File: src/sv/spom_pkg.sv
`default_nettype none

package spom_pkg;

  // Store dimensions and element width.
  localparam int unsigned MaxRows   = 16;
  localparam int unsigned MaxCols   = 16;
  localparam int unsigned ElemWidth = 32;

  // Field widths of the channels and the configuration registers.
  localparam int unsigned RowW   = $clog2(MaxRows);
  localparam int unsigned ColW   = $clog2(MaxCols);
  localparam int unsigned DimW   = 5;
  localparam int unsigned AddrW  = RowW + ColW;
  localparam int unsigned Depth  = MaxRows * MaxCols;
  localparam int unsigned CountW = $clog2(Depth + 1);
  localparam int unsigned TotalW = 2 * DimW;

  // APB register map.
  localparam int unsigned PaddrW   = 3;
  localparam int unsigned PdataW   = 32;
  localparam logic        RegRows  = 1'b0;
  localparam logic        RegCols  = 1'b1;

  // Item kinds.
  localparam logic KindWrite = 1'b0;
  localparam logic KindFetch = 1'b1;

  typedef struct packed {
    logic [DimW-1:0] num_rows;
    logic [DimW-1:0] num_cols;
  } dims_t;

  typedef struct packed {
    logic [RowW-1:0] row;
    logic [ColW-1:0] col;
    logic            last;
  } pos_t;

  // A dimension of zero counts as one; values above the store size saturate.
  function automatic logic [DimW-1:0] clamp_dim(input logic [DimW-1:0] raw,
                                                input logic [DimW-1:0] max_dim);
    logic [DimW-1:0] res;
    res = raw;
    if (raw == '0) begin
      res = DimW'(1);
    end else if (raw > max_dim) begin
      res = max_dim;
    end
    return res;
  endfunction

endpackage

`default_nettype wire

File: src/sv/spom_cfg.sv
`default_nettype none

module spom_cfg
  import spom_pkg::*;
(
  input  wire logic              clk_i,
  input  wire logic              rst_ni,
  input  wire logic              psel,
  input  wire logic              penable,
  input  wire logic              pwrite,
  input  wire logic [PaddrW-1:0] paddr,
  input  wire logic [PdataW-1:0] pwdata,
  output logic      [PdataW-1:0] prdata,
  output logic                   pready,
  output dims_t                  dims_o,
  output dims_t                  dims_next_o,
  output logic                   restart_o
);

  dims_t dims_d, dims_q;
  logic  wr_en;

  assign pready = 1'b1;
  assign wr_en  = psel && penable && pwrite;

  always_comb begin
    dims_d = dims_q;
    if (wr_en) begin
      unique case (paddr[2])
        RegRows: dims_d.num_rows = pwdata[DimW-1:0];
        RegCols: dims_d.num_cols = pwdata[DimW-1:0];
        default: dims_d = dims_q;
      endcase
    end
  end

  always_ff @(posedge clk_i or negedge rst_ni) begin
    if (!rst_ni) begin
      dims_q.num_rows <= DimW'(4);
      dims_q.num_cols <= DimW'(4);
    end else begin
      dims_q <= dims_d;
    end
  end

  always_comb begin
    unique case (paddr[2])
      RegRows: prdata = PdataW'(dims_q.num_rows);
      RegCols: prdata = PdataW'(dims_q.num_cols);
      default: prdata = '0;
    endcase
  end

  assign dims_o      = dims_q;
  assign dims_next_o = dims_d;
  assign restart_o   = wr_en;

endmodule

`default_nettype wire

File: config.mk
export PLATFORM = sky130hd
export DESIGN_NAME = spom_cfg
export DESIGN_NICKNAME = d
export VERILOG_FILES = /design/src/sv/spom_pkg.sv /design/src/sv/spom_cfg.sv
export SDC_FILE = /design/constraint.sdc
export NUM_CORES = 1
export LEC_CHECK = 0
export BUFFER_PORTS_ARGS = -buffer_cell sky130_fd_sc_hd__buf_2
export CORE_MARGIN = 2
export CORE_UTILIZATION = 33
export DETAILED_ROUTE_END_ITERATION = 8
export PLACE_DENSITY = 0.85
export SYNTH_ARGS = -nofsm -noshare
export SYNTH_HDL_FRONTEND = slang
export SYNTH_SLANG_ARGS = --single-unit
File: constraint.sdc
create_clock -name clk_i -period 1.5 [get_ports clk_i]
set_input_delay 0.15 -clock clk_i [delete_from_list [all_inputs] [get_ports clk_i]]
set_output_delay 0.15 -clock clk_i [all_outputs]
set_load 0.05 [all_outputs]
After elaboration in Yosys (flattened, before gate mapping)

Cells that the tools add are included.

Multiplexer cells: 4
Reductions and logical operators: 2
Bitwise operators: 1

Operators by type and width:

| kind                                | number |
|---|---|
| 32-bit case mux with 2 select lines | 1 |
| 10-bit 2-to-1 mux                   | 1 |
| 5-bit 2-to-1 mux                    | 2 |
| 1-bit logical AND                   | 2 |
| 1-bit inverter                      | 1 |

Output and inout port bits: 54
Flip-flop bits (word level): 10

Depth between registers and ports, before layout

Depth in word-level cells: 3
Mapped depth: 3
Gate-level depth less buffers: 2

Worst setup path before layout

No wires, ideal clock.

Path type: flip-flop to output port
Start: reg dims_q (netlist bit dims_o[7])
End: out dims_next_o[7] (netlist bit)
Path buffers: 0
Stages on the path, launching flop included: 2
Slack: 0.288 ns
Data arrival time: 1.062 ns
Required time: 1.350 ns
Cells stage by stage: dfstp_2 > mux2_2

RTL lines:

| what                     | RTL line       | RTL |
|---|---|---|
| start: declaration       | spom_cfg.sv:20 | `dims_t dims_d, dims_q;` |
| start signal: assignment | spom_cfg.sv:42 | `dims_q <= dims_d;` |
| end: declaration         | spom_cfg.sv:16 | `output dims_t dims_next_o,` |

==> impl_metrics.ini <==
[timing]
fin_tns_setup_ns = 0
slew_violations = 0
setup_violations = 0
fin_crit_sh = 0.905
hold_viol_final = 0
clock.fmax_mhz = 737
rsz0062_at_grt = false
finalCriticalPeriod_ns = 1.36
skew_ns = 0

[worst_setup_path]
crit_path_cell_trace = mux2_2, buf_2
r2r-end = dims_o[0]$_DFF_PN0_
reg2regPathDepth = 1
arrival_ns = 1.21
crit_family = flip-flops
rrSetupSlack_ns = 0.72
critPathKind = register to output pin
cp_data_required_time_ns = 1.35
endpoint_kind = output pin
crit_path_top_delay_cell = dfstp_2
critPathBufInv = 1
critical_path.max_fanout = 3
crit_path_start_kind = register
reg2reg_from = dims_o[0]$_DFF_PN0_
cp_slowest_stage_delay_ns = 0.54

[synth]
synthTopCellsByCount = buf_4, mux2_2, dfrtp_1, conb_1, dfstp_2
synth_largest_area_cell = buf_4
syn_inst = 59
synthArstFlopShare = 1.00
syn_area_per_cell_um2 = 11.7
ys_seq_elements = 10
synth-edff-count = 0
synthDistinctLibCells = 9
synth.most_common_cell = buf_4
synth_area_leaders = buf_4, dfrtp_1, mux2_2, dfstp_2, nand4b_4
ys_warn_count = 0
ys.flop_type = dfrtp_1
syn_area_um2 = 693
synth_top_area_share = 0.303
yosysSeqAreaShare = 0.365

[layout]
largest_reg_flops = 10
multi_input_area_um2 = 317
antenna-diode-count = 0
area_growth_pct = 19.3
final_net_count = 139
ff_latch_area_um2 = 253
nFillCells = 214
layout-drive-gt1-share = 0.602
stdcell_area_um2 = 827

[clock_network]
clockBufferDepth = 2
cts_tree = built
cts_buffers = 3
clk_latency_ns = 0.26
post_cts_buffers = 0
path_clk_slew_ns = 0.06
cts_resized = 0
cts.sinks = 10
cts-htree-levels = 1
cts.root.buffer_cell = clkbuf_4

[die]
die_h_um = 49.8
start_util = 0.353
die_area_mm2 = 0.00248
core_mm2 = 0.00196
rows = 16
die_w_um = 49.8
ioPinCount = 94

[flow_run]
maxCapViolCount = 0

[power_and_ir_drop]
p_leak_nw = 0.472
powerDensity_mw_per_mm2 = 1910
ir_drop_mv = 0.846
power_mw = 1.58

[global_route]
antenna_found_initial = 0
grt_usage = 0.0992
grt_pass1_wl_um = 1840
grt_pass1_vias = 412
overflow = 0
grt_max_degree = 11

[worst_hold_path]
min_to = dims_o[4]$_DFF_PN0_
hold_path_class = input port to register
hold_start = pwdata[4]
holdPathStages = 2

[route]
route.vias.total = 464
drt_iter0_markers = 0
ant_nets = 0
drc = 0
routed_wl_um = 1270
wl_per_cell_um = 10.2
drt_first_pass_iters = 1
avgViaCountPerCell = 3.71

[placed_design]
io_buffers = 36
hpwlAfterDp_um = 1060
dpl-instance-area_um2 = 791
gp_congestion = 0.652

[status]
status = complete, no violations
-- cell type report --
class | instances | area share
Sequential cell | 10 | 0.306
Timing Repair Buffer | 38 | 0.239
Clock buffer | 4 | 0.0318
Tap cell | 27 | 0.0408
Multi-Input combinational cell | 46 | 0.383
-- logic make-up after synthesis --
| family | Yosys count | synth area share |
|---|---|---|
| buf+inv | 29 | 0.319 |
| mux | 15 | 0.244 |
| flops | 10 | 0.365 |
| simple gates | 3 | 0.0614 |
| other cells | 2 | 0.0108 |
-- layer usage --
layer / up-vias / global-route usage / wire length (µm)
met5: - / 0 / 0
met4: 0 / 0.0278 / 0
met3: 0 / 0.0424 / 149
met2: 37 / 0.171 / 613
met1: 209 / 0.111 / 509
li1: 218 / - / -
-- through the flow --
step           worst slack [ns]  hold slack (ns)  utilization  std cells
6_report                  0.143            0.156        0.422        125
5_1_grt                  0.0824            0.144        0.422        125
4_1_cts                   0.123            0.145        0.422        125
3_5_place_dp              0.257           0.0207        0.403        120
3_3_place_gp              0.264           0.0193        0.403        120
2_1_floorplan             0.288           -0.146            -         85
-- worst max-delay path by stage --
stage | from | to | slack [ns] | depth (start not counted)
2_1_floorplan | dims_o[7]$_DFF_PN1_ | dims_next_o[7] | 0.29 | 1
3_3_place_gp | paddr[2] | dims_next_o[2] | 0.26 | 4
3_5_place_dp | pwrite | dims_next_o[2] | 0.26 | 4
4_1_cts | dims_o[7]$_DFF_PN1_ | dims_next_o[7] | 0.12 | 2
5_1_grt | dims_o[7]$_DFF_PN1_ | dims_next_o[7] | 0.08 | 2
6_report | dims_o[7]$_DFF_PN1_ | dims_next_o[7] | 0.14 | 2
-- power by group --
group	switching (mW)	total [mW]	internal, mW
registers	0.0375	0.376	0.338
clock network	0.0854	0.188	0.103
logic	0.822	1.01	0.190
-- layout by cell type (no fill, tap or decap) --
cell / n
and3_1: 1
buf_2: 36
buf_4: 1
clkbuf_1: 1
clkbuf_4: 3
conb_1: 28
dfrtp_1: 8
dfstp_2: 2
dlygate4sd3_1: 1
mux2_2: 15
nand4_2: 1
nand4b_4: 1
-- what timing repair did --
action                                 CTS  global route
setup endpoints to repair                0             0
endpoints found under the hold margin   10             0
hold buffers                             1             0
No activity file was read; power rests on OpenSTA's default activity.
