$ cat config.mk
export PLATFORM = sky130hd
export DESIGN_NAME = spom_cursor
export DESIGN_NICKNAME = d
export VERILOG_FILES = /design/src/sv/spom_pkg.sv /design/src/sv/spom_cursor.sv
export SDC_FILE = /design/constraint.sdc
export NUM_CORES = 1
export LEC_CHECK = 0
export ABC_CLOCK_PERIOD_IN_PS = 19400
export BUFFER_PORTS_ARGS = -buffer_cell sky130_fd_sc_hd__buf_2
export CORE_MARGIN = 4
export CORE_UTILIZATION = 30
export CTS_CLUSTER_DIAMETER = 150
export DETAILED_ROUTE_END_ITERATION = 7
export PLACE_DENSITY = 0.51
export SYNTH_ARGS = -nofsm -noshare
export SYNTH_HDL_FRONTEND = slang
export SYNTH_SLANG_ARGS = --single-unit
$ cat constraint.sdc
create_clock -name clk_i -period 19.4 [get_ports clk_i]
set_input_delay 3.88 -clock clk_i [delete_from_list [all_inputs] [get_ports clk_i]]
set_output_delay 3.88 -clock clk_i [all_outputs]
set_load 0.05 [all_outputs]
$ cat src/sv/spom_pkg.sv
`default_nettype none

package spom_pkg;

  // Store dimensions and element width.
  localparam int unsigned MaxRows   = 16;
  localparam int unsigned MaxCols   = 16;
  localparam int unsigned ElemWidth = 32;

  // Field widths of the channels and the configuration registers.
  localparam int unsigned RowW   = $clog2(MaxRows);
  localparam int unsigned ColW   = $clog2(MaxCols);
  localparam int unsigned DimW   = 5;
  localparam int unsigned AddrW  = RowW + ColW;
  localparam int unsigned Depth  = MaxRows * MaxCols;
  localparam int unsigned CountW = $clog2(Depth + 1);
  localparam int unsigned TotalW = 2 * DimW;

  // APB register map.
  localparam int unsigned PaddrW   = 3;
  localparam int unsigned PdataW   = 32;
  localparam logic        RegRows  = 1'b0;
  localparam logic        RegCols  = 1'b1;

  // Item kinds.
  localparam logic KindWrite = 1'b0;
  localparam logic KindFetch = 1'b1;

  typedef struct packed {
    logic [DimW-1:0] num_rows;
    logic [DimW-1:0] num_cols;
  } dims_t;

  typedef struct packed {
    logic [RowW-1:0] row;
    logic [ColW-1:0] col;
    logic            last;
  } pos_t;

  // A dimension of zero counts as one; values above the store size saturate.
  function automatic logic [DimW-1:0] clamp_dim(input logic [DimW-1:0] raw,
                                                input logic [DimW-1:0] max_dim);
    logic [DimW-1:0] res;
    res = raw;
    if (raw == '0) begin
      res = DimW'(1);
    end else if (raw > max_dim) begin
      res = max_dim;
    end
    return res;
  endfunction

endpackage

`default_nettype wire

$ cat src/sv/spom_cursor.sv
`default_nettype none

module spom_cursor
  import spom_pkg::*;
(
  input  wire logic  clk_i,
  input  wire logic  rst_ni,
  input  wire dims_t dims_i,
  input  wire dims_t dims_next_i,
  input  wire logic  restart_i,
  input  wire logic  fetch_i,
  output pos_t       pos_o
);

  localparam logic [1:0] PhTop    = 2'd0;
  localparam logic [1:0] PhRight  = 2'd1;
  localparam logic [1:0] PhBottom = 2'd2;
  localparam logic [1:0] PhLeft   = 2'd3;

  logic [1:0]        phase_d, phase_q;
  logic [RowW-1:0]   top_d, top_q, bottom_d, bottom_q, row_d, row_q;
  logic [ColW-1:0]   left_d, left_q, right_d, right_q, col_d, col_q;
  logic [CountW-1:0] count_d, count_q;
  logic [DimW-1:0]   rows_c, cols_c, rows_n, cols_n;
  logic [TotalW-1:0] total;
  logic              last;

  assign rows_c = clamp_dim(dims_i.num_rows, DimW'(MaxRows));
  assign cols_c = clamp_dim(dims_i.num_cols, DimW'(MaxCols));
  assign rows_n = clamp_dim(dims_next_i.num_rows, DimW'(MaxRows));
  assign cols_n = clamp_dim(dims_next_i.num_cols, DimW'(MaxCols));
  assign total  = TotalW'(rows_c) * TotalW'(cols_c);
  assign last   = (TotalW'(count_q) + TotalW'(1)) >= total;

  always_comb begin
    phase_d  = phase_q;
    top_d    = top_q;
    bottom_d = bottom_q;
    left_d   = left_q;
    right_d  = right_q;
    row_d    = row_q;
    col_d    = col_q;
    count_d  = count_q;
    if (restart_i || (fetch_i && last)) begin
      // Restart from the top-left corner with the bounds of the new dimensions.
      phase_d  = PhTop;
      top_d    = '0;
      left_d   = '0;
      bottom_d = RowW'(rows_n - DimW'(1));
      right_d  = ColW'(cols_n - DimW'(1));
      row_d    = '0;
      col_d    = '0;
      count_d  = '0;
    end else if (fetch_i) begin
      count_d = count_q + CountW'(1);
      unique case (phase_q)
        PhTop: begin
          if (col_q < right_q) begin
            col_d = col_q + ColW'(1);
          end else begin
            top_d   = top_q + RowW'(1);
            phase_d = PhRight;
            row_d   = top_q + RowW'(1);
            col_d   = right_q;
          end
        end
        PhRight: begin
          if (row_q < bottom_q) begin
            row_d = row_q + RowW'(1);
          end else begin
            right_d = right_q - ColW'(1);
            phase_d = PhBottom;
            row_d   = bottom_q;
            col_d   = right_q - ColW'(1);
          end
        end
        PhBottom: begin
          if (col_q > left_q) begin
            col_d = col_q - ColW'(1);
          end else begin
            bottom_d = bottom_q - RowW'(1);
            phase_d  = PhLeft;
            row_d    = bottom_q - RowW'(1);
            col_d    = left_q;
          end
        end
        PhLeft: begin
          if (row_q > top_q) begin
            row_d = row_q - RowW'(1);
          end else begin
            left_d  = left_q + ColW'(1);
            phase_d = PhTop;
            row_d   = top_q;
            col_d   = left_q + ColW'(1);
          end
        end
        default: phase_d = PhTop;
      endcase
    end
  end

  always_ff @(posedge clk_i or negedge rst_ni) begin
    if (!rst_ni) begin
      phase_q  <= PhTop;
      top_q    <= '0;
      left_q   <= '0;
      bottom_q <= RowW'(3);
      right_q  <= ColW'(3);
      row_q    <= '0;
      col_q    <= '0;
      count_q  <= '0;
    end else begin
      phase_q  <= phase_d;
      top_q    <= top_d;
      left_q   <= left_d;
      bottom_q <= bottom_d;
      right_q  <= right_d;
      row_q    <= row_d;
      col_q    <= col_d;
      count_q  <= count_d;
    end
  end

  assign pos_o.row  = row_q;
  assign pos_o.col  = col_q;
  assign pos_o.last = last;

endmodule

`default_nettype wire
Yosys cells after proc, flatten, opt, wreduce, memory -nomap -nowiden
Index checks and enable logic that the tools add are counted.

Logic and storage cells: 103. Register bits after elaboration: 35. Output and inout bits: 9. Bits of input ports: 24.

Order comparisons: 9. Eq/ne operators: 11. Add/subtract/negate cells: 12. Multipliers: 1. Reduce and logical (&&, ||, !) cells: 19. Mux-type cells: 43.

Operators with widths (count): 4-bit 2-to-1 mux (28); 4-bit case mux with 4 select lines (2); 4-bit by 1-bit subtractor with 4-bit output, second input constant (6); 5-bit > comparator, second input constant (4); 5-bit zero test (4); 5-bit 2-to-1 mux (4); 9-bit 2-to-1 mux (2); 3-bit AND reduction (6); 4-bit by 1-bit adder with 4-bit output, second input constant (4); 2-bit 2-to-1 mux (6); 3-bit inequality test, second input constant (4); 9-bit by 1-bit adder with 10-bit output, second input constant (1); 10-bit >= comparator (1); 5-bit by 5-bit multiplier with 10-bit output (1); 2-bit nonzero test (5); 9-bit by 1-bit adder with 9-bit output, second input constant (1); 4-bit > comparator (2); 4-bit < comparator (2); 2-bit inequality test, second input constant (4); 2-bit case mux with 4 select lines (1); 5-bit AND reduction (1); 2-bit == test, second input constant (2); 2-bit by 1-bit == test with 1-bit output, second input constant (1); 2-bit zero test (1); other kinds (2) (2).

Longest topological paths before layout
Gate-level depths: netlist (run 1).

Depth in word-level cells: 9. Depth in mapped cells: 23. Depth with buffers taken out: 22.

Worst setup path before layout (run 1)
Ideal clock, no wire load.

Path kind: input to output. From: input dims_i[9] (netlist name). To: output pos_o[0] (netlist name). Arrival: 8172 ps. Slack: 7348 ps. Data required time: 15520 ps. Stages: 18. Buffers on the path: 2. Path through: nor2_1 nand3_1 fa_1 fa_1 fa_1 inv_1 ha_1 a21oi_1 o21ai_0 o41ai_1 xnor2_1 ha_1 nand2_1 nor2_1 a211oi_1 o21ai_1 clkbuf_1 buf_4.

Cells in the longest elaborated chain, start to end: 5. Elaborated cells between the ends (all ways): 6. Classes of those cells: mul: 1; order compare: 2; mux: 2; reduce/logical: 1.

RTL lines: start, declared (RTL line spom_cursor.sv:8) `input wire dims_t dims_i,`; 5-bit > comparator (RTL line spom_pkg.sv:47) `end else if (raw > max_dim) begin`; 5-bit 2-to-1 mux (RTL line spom_pkg.sv:47); 5-bit 2-to-1 mux * (RTL line spom_pkg.sv:45) `if (raw == '0) begin`; 5-bit by 5-bit multiplier with 10-bit output * (RTL line spom_cursor.sv:32) `assign total = TotalW'(rows_c) * TotalW'(cols_c);`; 10-bit >= comparator * (RTL line spom_cursor.sv:33) `assign last = (TotalW'(count_q) + TotalW'(1)) >= total;`; end, declared (RTL line spom_cursor.sv:12) `output pos_t pos_o`.

Mark *: on every way between the ends. The rest lies on a longest branch, timed or not.

==> summary.txt, run 1 <==
Status = finished clean
Synth area leader = dfrtp_1
WP data arrival = 9.02 ns
CTS Buf Count = 5
Clk buf depth = 2
Slew HR = 30.9%
Largest stage delay, worst path = 0.83 ns
Synth Area per Inst = 8.58 um2
Tightest Pin Transition = 1.03 ns
Initial core utilization = 30.6%
RSZ-0062 raised after global routing = no
Root Buffer = clkbuf_16
Post-Route Hold Slack = 0.520 ns
Net Count, Synth = 562
Largest net degree at the start of global routing = 36
Post-CTS sizing = 0
Crit path max-delay family = adder cells
First-pass DRT Iterations = 4
Top_reg_cell synth = dfrtp_1
H-tree levels = 2
Sequential area share after synthesis = 21.8%
Worst VDD drop = 38.4 uV
Initial antenna violation count = 0
Final setup violation count = 0
Final Hold Violating Endpoints = 0
Area growth from synthesis to layout = 11.6%
Worst r2r src = count_q[0]$_DFFE_PN0P_
Crit-path cells = buf_2 -> nor2_1 -> nand3_1 -> fa_1 -> fa_1 -> fa_1 -> inv_1 -> ha_1 -> a21oi_1 -> o21ai_0 -> o41ai_1 -> xnor2_1 -> ha_1 -> nand4_1 -> o21ai_1 -> buf_2
DR DRC count = 0
Critical path required time = 15.52 ns
Die X = 124 um
Clock Sinks = 35
Syn. warnings = 0
Vias = 3395
Tmin final = 12.90 ns
Drt total wl = 9850 um
Slowest CP cell = o21ai_1
Setup crit start = dims_i[9]
Post-synth ARST share = 100%
Boundary Pins = 33
Nets = 589
Cts hold-fix bufs = 0
Worst reg2reg setup slack = 15.61 ns
Synthesized area = 0.00405 mm2
Clock transition at path regs = 0.06 ns
Top cells by area, synth = dfrtp_1 19%, ha_1 18%, xnor2_1 5.0%
Number of global-route vias before repair = 3515
Crit. End Element = output pin
Synth Instances = 472
Worst R2R End = row_q[0]$_DFFE_PN0P_
Antenna-violating nets left = 0
Filler cells = 1419
Vias per Instance = 5.03
Final Wtd Congestion = 0.827
Initial DRC Count = 162
Worst path bufs/invs = 3
Placement Setup Slack = 6.55 ns
Unique masters post-synth = 64
TNS Setup = 0 ns
Diodes inserted = 0
Final Max Tran Viols = 0
Die Span Y = 124 um
Core area = 0.0132 mm2
Flops & latches, synth = 35
Post-synth EDFFs = 0
Static Leak = 2.21 nW
Max Cap Violations = 0
Hold EP = count_q[1]$_DFFE_PN0P_
I/O Buffers = 32
DP HPWL = 7730 um
GRT overflow = 0
Crit path launch type = input port
Utilization after layout = 34.1%
CP most frequent cell = fa_1
Pwr Density = 63.4 mW/mm2
Die area = 0.0154 mm2
Fin crit share = 66.5%
First-pass GRT wire length = 16700 um
Critical path peak fanout = 14
Post-CTS setup buffers = 0
Max Clock Freq = 0.0775 GHz
Final worst slack = 6.50 ns
Share of post-route cells with drive strength above 1 = 11.2%
CTS tree = done
GR Util All Layers = 13.3%
Min-delay src = count_q[1]$_DFFE_PN0P_
Clk_skew = 0.00721 ns
Wire per inst = 14.6 um
Row count = 42
Top cell type's share of synthesized area = 19.2%
Worst Path Class, Setup = in -> out
Clock Latency Late Sink = 0.28 ns
Worst hold path type = reg -> reg
FF-to-FF path depth = 12
Worst Hold Depth = 2
## logic make-up after synthesis
kind of cell	Yosys count	share of synthesized area, %
muxes	13	3.28
DFF	35	21.8
AOI/OAI and AO/OA	93	17.3
and+or+nand+nor	157	19.5
buffers and inverters	63	6.37
xor gates and xnor gates	45	9.73
adders and majority gates	66	22.1
## layer usage
| layer | wire [um] | share of wire, % | GRT usage (%) | vias to the layer above |
|---|---|---|---|---|
| met1 | 4640 | 47 | 17.1 | 1622 |
| met5 | 0 | 0 | 0 | - |
| met2 | 4800 | 49 | 23.8 | 44 |
| met3 | 313 | 3.2 | 1.91 | 9 |
| met4 | 91 | 0.92 | 2.40 | 0 |
| li1 | - | - | - | 1720 |
## worst min-delay path: stages (launching register included)
cell     delay [ns]
dfrtp_1        0.37
nand2_1        0.05
o21ai_0        0.06
## final cells by class
class                      count  area [um2]  area share, %
sequential                    35         881           19.5
timing repair buffer          33         168           3.71
inverter                      50         188           4.16
multi-input combinational    374        2920           64.6
tap                          176         220           4.88
clock buffer                   6         139           3.07
clock inverter                 1        5.00          0.111
## report_power, final
| part | internal [mW] | switching [mW] |
|---|---|---|
| clock | 0.0502 | 0.0309 |
| sequential | 0.0800 | 0.00934 |
| combinational | 0.0455 | 0.0705 |
## cells in the final DEF, fill, tap and decap left out, types with 5 or more instances in the layout
master	count
a21oi_1	19
a32o_1	6
and2_1	11
and3_1	11
buf_2	32
clkbuf_16	5
dfrtp_1	31
fa_1	9
ha_1	57
inv_1	49
mux2i_1	11
nand2_1	40
nand2b_1	9
nand3_1	14
nor2_1	31
nor2b_1	6
nor3_1	14
o211ai_1	9
o21ai_0	10
o21bai_1	5
xnor2_1	23
xor2_1	22
## metrics by stage
stage / instances / total power, mW / area (um2)
final: 675 / 0.286 / 4520
after global routing: 675 / 0.307 / 4520
after CTS: 675 / 0.288 / 4520
after detailed placement: 668 / 0.206 / 4370
after global placement: 668 / 0.205 / 4370
after floorplan: 472 / 0.176 / 4050
## worst max path at each step
stage                           to  slack, ns  depth (start not counted)
after floorplan           pos_o[0]       7.35                         18
after global placement    pos_o[0]       6.68                         16
after detailed placement  pos_o[0]       6.55                         16
after CTS                 pos_o[0]       6.54                         16
after global routing      pos_o[0]       6.08                         16
final                     pos_o[0]       6.50                         16
## flip-flops by register name (all words and copies together) (netlist names)
signal / count
bottom_q: 4
right_q: 4
top_q: 4
row_q: 4
count_q: 9
left_q: 4
col_q: 4
phase_q: 2
## cells in the mapped netlist (3+ instances only)
| library cell | count |
|---|---|
| ha_1 | 57 |
| inv_1 | 49 |
| nand2_1 | 40 |
| dfrtp_1 | 31 |
| nor2_1 | 31 |
| xnor2_1 | 23 |
| xor2_1 | 22 |
| a21oi_1 | 19 |
| nand3_1 | 14 |
| nor3_1 | 14 |
| and2_1 | 11 |
| and3_1 | 11 |
| mux2i_1 | 11 |
| o21ai_0 | 10 |
| fa_1 | 9 |
| nand2b_1 | 9 |
| o211ai_1 | 9 |
| clkbuf_1 | 7 |
| a32o_1 | 6 |
| nor2b_1 | 6 |
| o21bai_1 | 5 |
| a211oi_1 | 4 |
| a21o_1 | 4 |
| a221oi_1 | 4 |
| dfstp_2 | 4 |
| nand4_1 | 4 |
| nor4_1 | 4 |
| o21a_1 | 4 |
| a211o_1 | 3 |
| buf_4 | 3 |
| or3_1 | 3 |
Note: power is estimated with default switching activity, not from simulation.
==> run 2, diff against run 1 <==
- ABC_AREA: unset -> 1
- ABC_CLOCK_PERIOD_IN_PS: 19400 -> 10800
- PLACE_DENSITY: 0.51 -> 0.52
- clock period: 19.4 -> 10.8 ns (I/O delays scaled with it)
==> run 2 against run 1 <==
  * Hold slack got worse by 0.028 ns
  * Final cell count is 15% higher
  * Sequential share of layout area fell by 0.36 points
  * Combinational power grew to 4.9 times the previous value
  * Worst setup slack worse by 4.7 ns
  * Design area is 1.9% higher
  * Die area grew 1.0%
  * Power rose to 3.4 times the previous value
  * Utilization increased by 0.50 points
  * Critical endpoint unchanged
==> summary.txt, run 2 <==
GRT overflow = 0
Pwr Total = 0.971 mW
First-pass DRT Iterations = 4
Utilization after layout = 34.6%
Synth Instances = 565
Top cells by area, synth = dfrtp_1 19%, ha_1 17%, nand2_1 12%
Fin crit share = 83.3%
Root Buffer = clkbuf_16
Worst hold path type = reg -> reg
Initial antenna violation count = 0
Post-Route Hold Slack = 0.492 ns
Net Count, Synth = 655
Top_reg_cell synth = dfrtp_1
Nets = 687
DP HPWL = 8050 um
Synth Area per Inst = 7.24 um2
Worst VDD drop = 82.1 uV
Largest net degree at the start of global routing = 36
Die Span Y = 125 um
CTS Buf Count = 5
CTS tree = done
Flops & latches, synth = 35
Tmin final = 9.00 ns
Top cell type's share of synthesized area = 19.0%
Slowest CP cell = fa_1
Largest stage delay, worst path = 0.54 ns
TNS Setup = 0 ns
Synth area leader = dfrtp_1
First-pass GRT wire length = 17100 um
Clock Sinks = 35
Sequential area share after synthesis = 21.5%
Post-CTS sizing = 0
Max Cap Violations = 0
Area growth from synthesis to layout = 12.4%
Final Max Tran Viols = 0
Static Leak = 2.47 nW
Initial core utilization = 30.8%
Tightest Pin Transition = 0.859 ns
Number of global-route vias before repair = 3611
Most common cell after layout, fill and taps aside = nand2_1
Pwr Density = 211 mW/mm2
Row count = 42
Crit-path cells = buf_2 -> nor4_1 -> o21ai_0 -> or2_2 -> fa_1 -> fa_1 -> fa_1 -> inv_1 -> ha_1 -> a21oi_1 -> nand2_1 -> nand4_1 -> o211ai_1 -> xor2_1 -> ha_1 -> nand2_1 -> nor2_4 -> nand2_2 -> nand3_4 -> buf_2
Drt total wl = 9790 um
Filler cells = 1428
Crit. End Element = output pin
Clk_skew = 0.00617 ns
Share of post-route cells with drive strength above 1 = 12.9%
Most frequent cells after synthesis = 130 x nand2_1, 88 x inv_1, 66 x nand3_1, 57 x ha_1, 40 x nor2_1
Post-CTS setup buffers = 0
Crit path launch type = input port
Post-synth ARST share = 100%
Wire per inst = 12.7 um
Status = finished clean
Most frequent cells in the layout = 130 x nand2_1, 88 x inv_1, 66 x nand3_1
Clk buf depth = 2
Post-synth EDFFs = 0
Initial DRC Count = 134
GR Util All Layers = 13.0%
Diodes inserted = 0
Vias per Instance = 4.71
Design area = 0.00460 mm2
Synthesized area = 0.00409 mm2
Final Hold Violating Endpoints = 0
Final setup violation count = 0
CP most frequent cell = fa_1
Die X = 125 um
Antenna-violating nets left = 0
Core area = 0.0133 mm2
I/O Buffers = 32
Syn. warnings = 0
DR DRC count = 0
Clock Latency Late Sink = 0.29 ns
Clock transition at path regs = 0.06 ns
Count leader, synth = nand2_1
Unique masters post-synth = 42
Slew HR = 42.8%
Reg with most FFs = count_q
WP data arrival = 6.84 ns
Max Clock Freq = 0.111 GHz
Critical path peak fanout = 5
Cell Area, Placed = 0.00443 mm2
Largest register FFs = 9
Die area = 0.0156 mm2
RSZ-0062 raised after global routing = no
Final Wtd Congestion = 0.854
Cts hold-fix bufs = 0
Vias = 3645
Worst Path Class, Setup = in -> out
Boundary Pins = 33
Critical path required time = 8.64 ns
H-tree levels = 2
-- run 2: area by class of cell --
| cell class | count | area (um2) | area share [%] |
|---|---|---|---|
| multi-input cells | 431 | 2810 | 61.1 |
| flip-flops and latches | 35 | 881 | 19.1 |
| inverters | 92 | 353 | 7.67 |
| well taps | 176 | 220 | 4.79 |
| repair buffers | 32 | 160 | 3.48 |
| clock buffers | 6 | 139 | 3.02 |
| clock inverters | 2 | 35.0 | 0.761 |
-- run 2: cells by family after synthesis --
logic type / Yosys count / synth area share, %
xor gates and xnor gates: 30 / 6.42
AOI/OAI and AO/OA: 74 / 11.3
and+or+nand+nor: 261 / 29.2
DFF: 35 / 21.5
adders and majority gates: 66 / 21.8
buffers and inverters: 99 / 9.75
-- run 2: critical path: cells and delay by family --
family / cells / cell delay [ns]
adders and majority gates: 5 / 2.21
and+or+nand+nor: 8 / 1.38
AOI/OAI and AO/OA: 3 / 0.50
buffers and inverters: 3 / 0.41
xor gates and xnor gates: 1 / 0.16
-- run 2: metal layers --
layer	track usage, %	wire (um)	vias to the layer above
met5	0	0	-
met4	4.32	172	0
met3	1.29	281	12
met2	20.5	4300	60
met1	18.5	5040	1671
li1	-	-	1902
-- run 2: metrics by stage --
stage | std cells | setup WS (ns)
after CTS | 774 | 1.81
final | 774 | 1.80
after global routing | 774 | 1.36
after global placement | 766 | 1.87
after floorplan | 565 | 2.21
after detailed placement | 766 | 1.82
-- run 2: power by group --
part	internal, mW	switching, mW
registers	0.174	0.0563
clock network	0.115	0.0581
logic	0.194	0.374
total	0.483	0.489
-- run 2: path summary, 6_finish.rpt --
kind | start | endpoint | slack (ns) | cells after the start
worst max-delay path | dims_i[5] | pos_o[0] | 1.80 | 20
worst min register to register | right_q[0]$_DFFE_PN1P_ | right_q[0]$_DFFE_PN1P_ | 0.49 | 2
min in group asynchronous | rst_ni | row_q[3]$_DFFE_PN0P_ | 1.98 | 1
worst min-delay path | right_q[0]$_DFFE_PN1P_ | right_q[0]$_DFFE_PN1P_ | 0.49 | 2
max in group asynchronous | rst_ni | count_q[5]$_DFFE_PN0P_ | 8.26 | 1
worst max register to register | count_q[0]$_DFFE_PN0P_ | phase_q[0]$_DFFE_PN0P_ | 8.02 | 17
==> run 3, diff against run 2 <==
- ABC_CLOCK_PERIOD_IN_PS: 10800 -> 9070
- PLACE_DENSITY: 0.52 -> 0.51
- clock period: 10.8 -> 9.07 ns (I/O delays scaled with it)
==> run 3 against run 2 <==
  * Flip-flop and latch count is the same
  * Hold slack better by 0.0096 ns
  * Register-to-register slack got worse by 1.8 ns
  * Sequential power up 20%
  * Via count down 0.88%
  * Combinational power increased by 20%
  * Sequential share of layout area up 0.14 points
  * Utilization is 0.25 points lower
  * Largest cell class unchanged
  * Largest power group unchanged
==> summary.txt, run 3 (synthesized netlist as in run 2, its figures left out) <==
Critical path required time = 7.26 ns
Clk_skew = 0.00196 ns
Filler cells = 1432
Final Wtd Congestion = 0.851
DP HPWL = 7960 um
TNS Setup = 0 ns
Post-CTS setup buffers = 0
Combinational share of power = 60.6%
Final Hold Violating Endpoints = 0
Core area = 0.0133 mm2
Clock transition at path regs = 0.06 ns
WP data arrival = 6.51 ns
Vias per Instance = 4.67
Row count = 42
Die Span Y = 125 um
Wire per inst = 12.6 um
Net Sw Frac = 52.3%
Tightest Pin Transition = 0.850 ns
I/O Buffers = 32
CTS Buf Count = 5
Clk buf depth = 2
Post-Route Hold Slack = 0.502 ns
Most frequent cells in the layout = 130 x nand2_1, 88 x inv_1, 66 x nand3_1
Crit. End Element = output pin
Post-CTS sizing = 0
Static Leak = 2.46 nW
Max Cap Violations = 0
Multi-input gate area in the final layout = 0.00281 mm2
Reg with most FFs = count_q
Worst hold path type = reg -> reg
Net Switching = 0.588 mW
Max Clock Freq = 0.120 GHz
Final Max Tran Viols = 0
Tmin final = 8.33 ns
Worst VDD drop = 81.7 uV
Fin crit share = 91.8%
Clock Latency Late Sink = 0.28 ns
Placed Cells = 766
RSZ-0062 raised after global routing = no
Nets = 687
Pint = 0.537 mW
Register area = 881 um2
GR Util All Layers = 12.8%
Pwr Density = 246 mW/mm2
Drt total wl = 9790 um
Global Route met2 Usage = 21.1%
Worst Path Class, Setup = in -> out
First-pass GRT wire length = 16800 um
Initial antenna violation count = 0
Busiest grt layer = met2
First-pass DRT Iterations = 7
Diodes inserted = 0
Fin cells = 774
Global-route track usage on met3 = 1.59%
Share of post-route cells with drive strength above 1 = 12.9%
CTS tree = done
Critical path peak fanout = 5
Vias = 3613
Number of global-route vias before repair = 3526
DR DRC count = 0
Pwr Total = 1.13 mW
Most common cell after layout, fill and taps aside = nand2_1
Initial DRC Count = 206
Die area = 0.0156 mm2
GRT overflow = 0
Root Buffer = clkbuf_16
Clock Sinks = 35
Cts hold-fix bufs = 0
Final setup violation count = 0
Die X = 125 um
Antenna-violating nets left = 0
Boundary Pins = 33
Crit path launch type = input port
Status = finished clean
Utilization after layout = 34.3%
Slew HR = 43.3%
H-tree levels = 2
Sequential share of power = 24.4%
Initial core utilization = 30.8%
Area growth from synthesis to layout = 11.6%
Met1 Use GR = 17.9%
Clock Power Share = 14.9%
Largest net degree at the start of global routing = 36
Largest register FFs = 9
run 3: path summary, 6_finish.rpt:
check                           cells past startpoint                      to                   start  slack [ns]
worst max register to register                     17  right_q[2]$_DFFE_PN0P_  count_q[0]$_DFFE_PN0P_        6.27
worst max-delay path                               20                pos_o[0]               dims_i[6]        0.74
worst min-delay path                                2  right_q[0]$_DFFE_PN1P_  right_q[0]$_DFFE_PN1P_        0.50
max in group asynchronous                           1  count_q[6]$_DFFE_PN0P_                  rst_ni        6.89
worst min register to register                      2  right_q[0]$_DFFE_PN1P_  right_q[0]$_DFFE_PN1P_        0.50
min in group asynchronous                           1   left_q[2]$_DFFE_PN0P_                  rst_ni        1.65
run 3: layout make-up:
cell class                 instances  area share, %
multi-input combinational        431           61.6
sequential                        35           19.3
inverter                          92           7.73
tap                              176           4.82
timing repair buffer              32           3.51
clock buffer                       5           2.74
clock inverter                     3          0.329
run 3: critical path, stage by stage:
cell,delay (ns)
buf_2,0.11
nor4_1,0.33
o21ai_0,0.25
or2_2,0.35
fa_1,0.51
fa_1,0.51
fa_1,0.54
inv_1,0.04
ha_1,0.34
a21oi_1,0.16
nand2_1,0.11
nand4_1,0.09
o211ai_1,0.10
xor2_1,0.16
ha_1,0.31
nand2_1,0.12
nor2_4,0.16
nand2_2,0.11
nand3_4,0.13
buf_2,0.28
run 3: power by group through the flow:
stage / combinational [mW] / sequential [mW] / clock (mW)
floorplan: 0.487 / 0.303 / 0
global placement: 0.669 / 0.277 / 0
detailed placement: 0.678 / 0.278 / 0
CTS: 0.683 / 0.275 / 0.174
global route: 0.776 / 0.284 / 0.181
finish: 0.682 / 0.275 / 0.168
run 3: stage by stage:
step | instance area, um2 | worst slack (ns)
after floorplan | 4090 | 1.17
after global placement | 4430 | 0.828
after detailed placement | 4430 | 0.732
after CTS | 4570 | 0.720
after global routing | 4570 | 0.397
final | 4570 | 0.741
run 3: layer usage:
metal	vias up	part of all wire, %	wire [um]
met5	-	0	0
met4	0	1.0	100
met3	8	2.8	271
met2	45	46	4520
met1	1664	50	4900
li1	1896	-	-
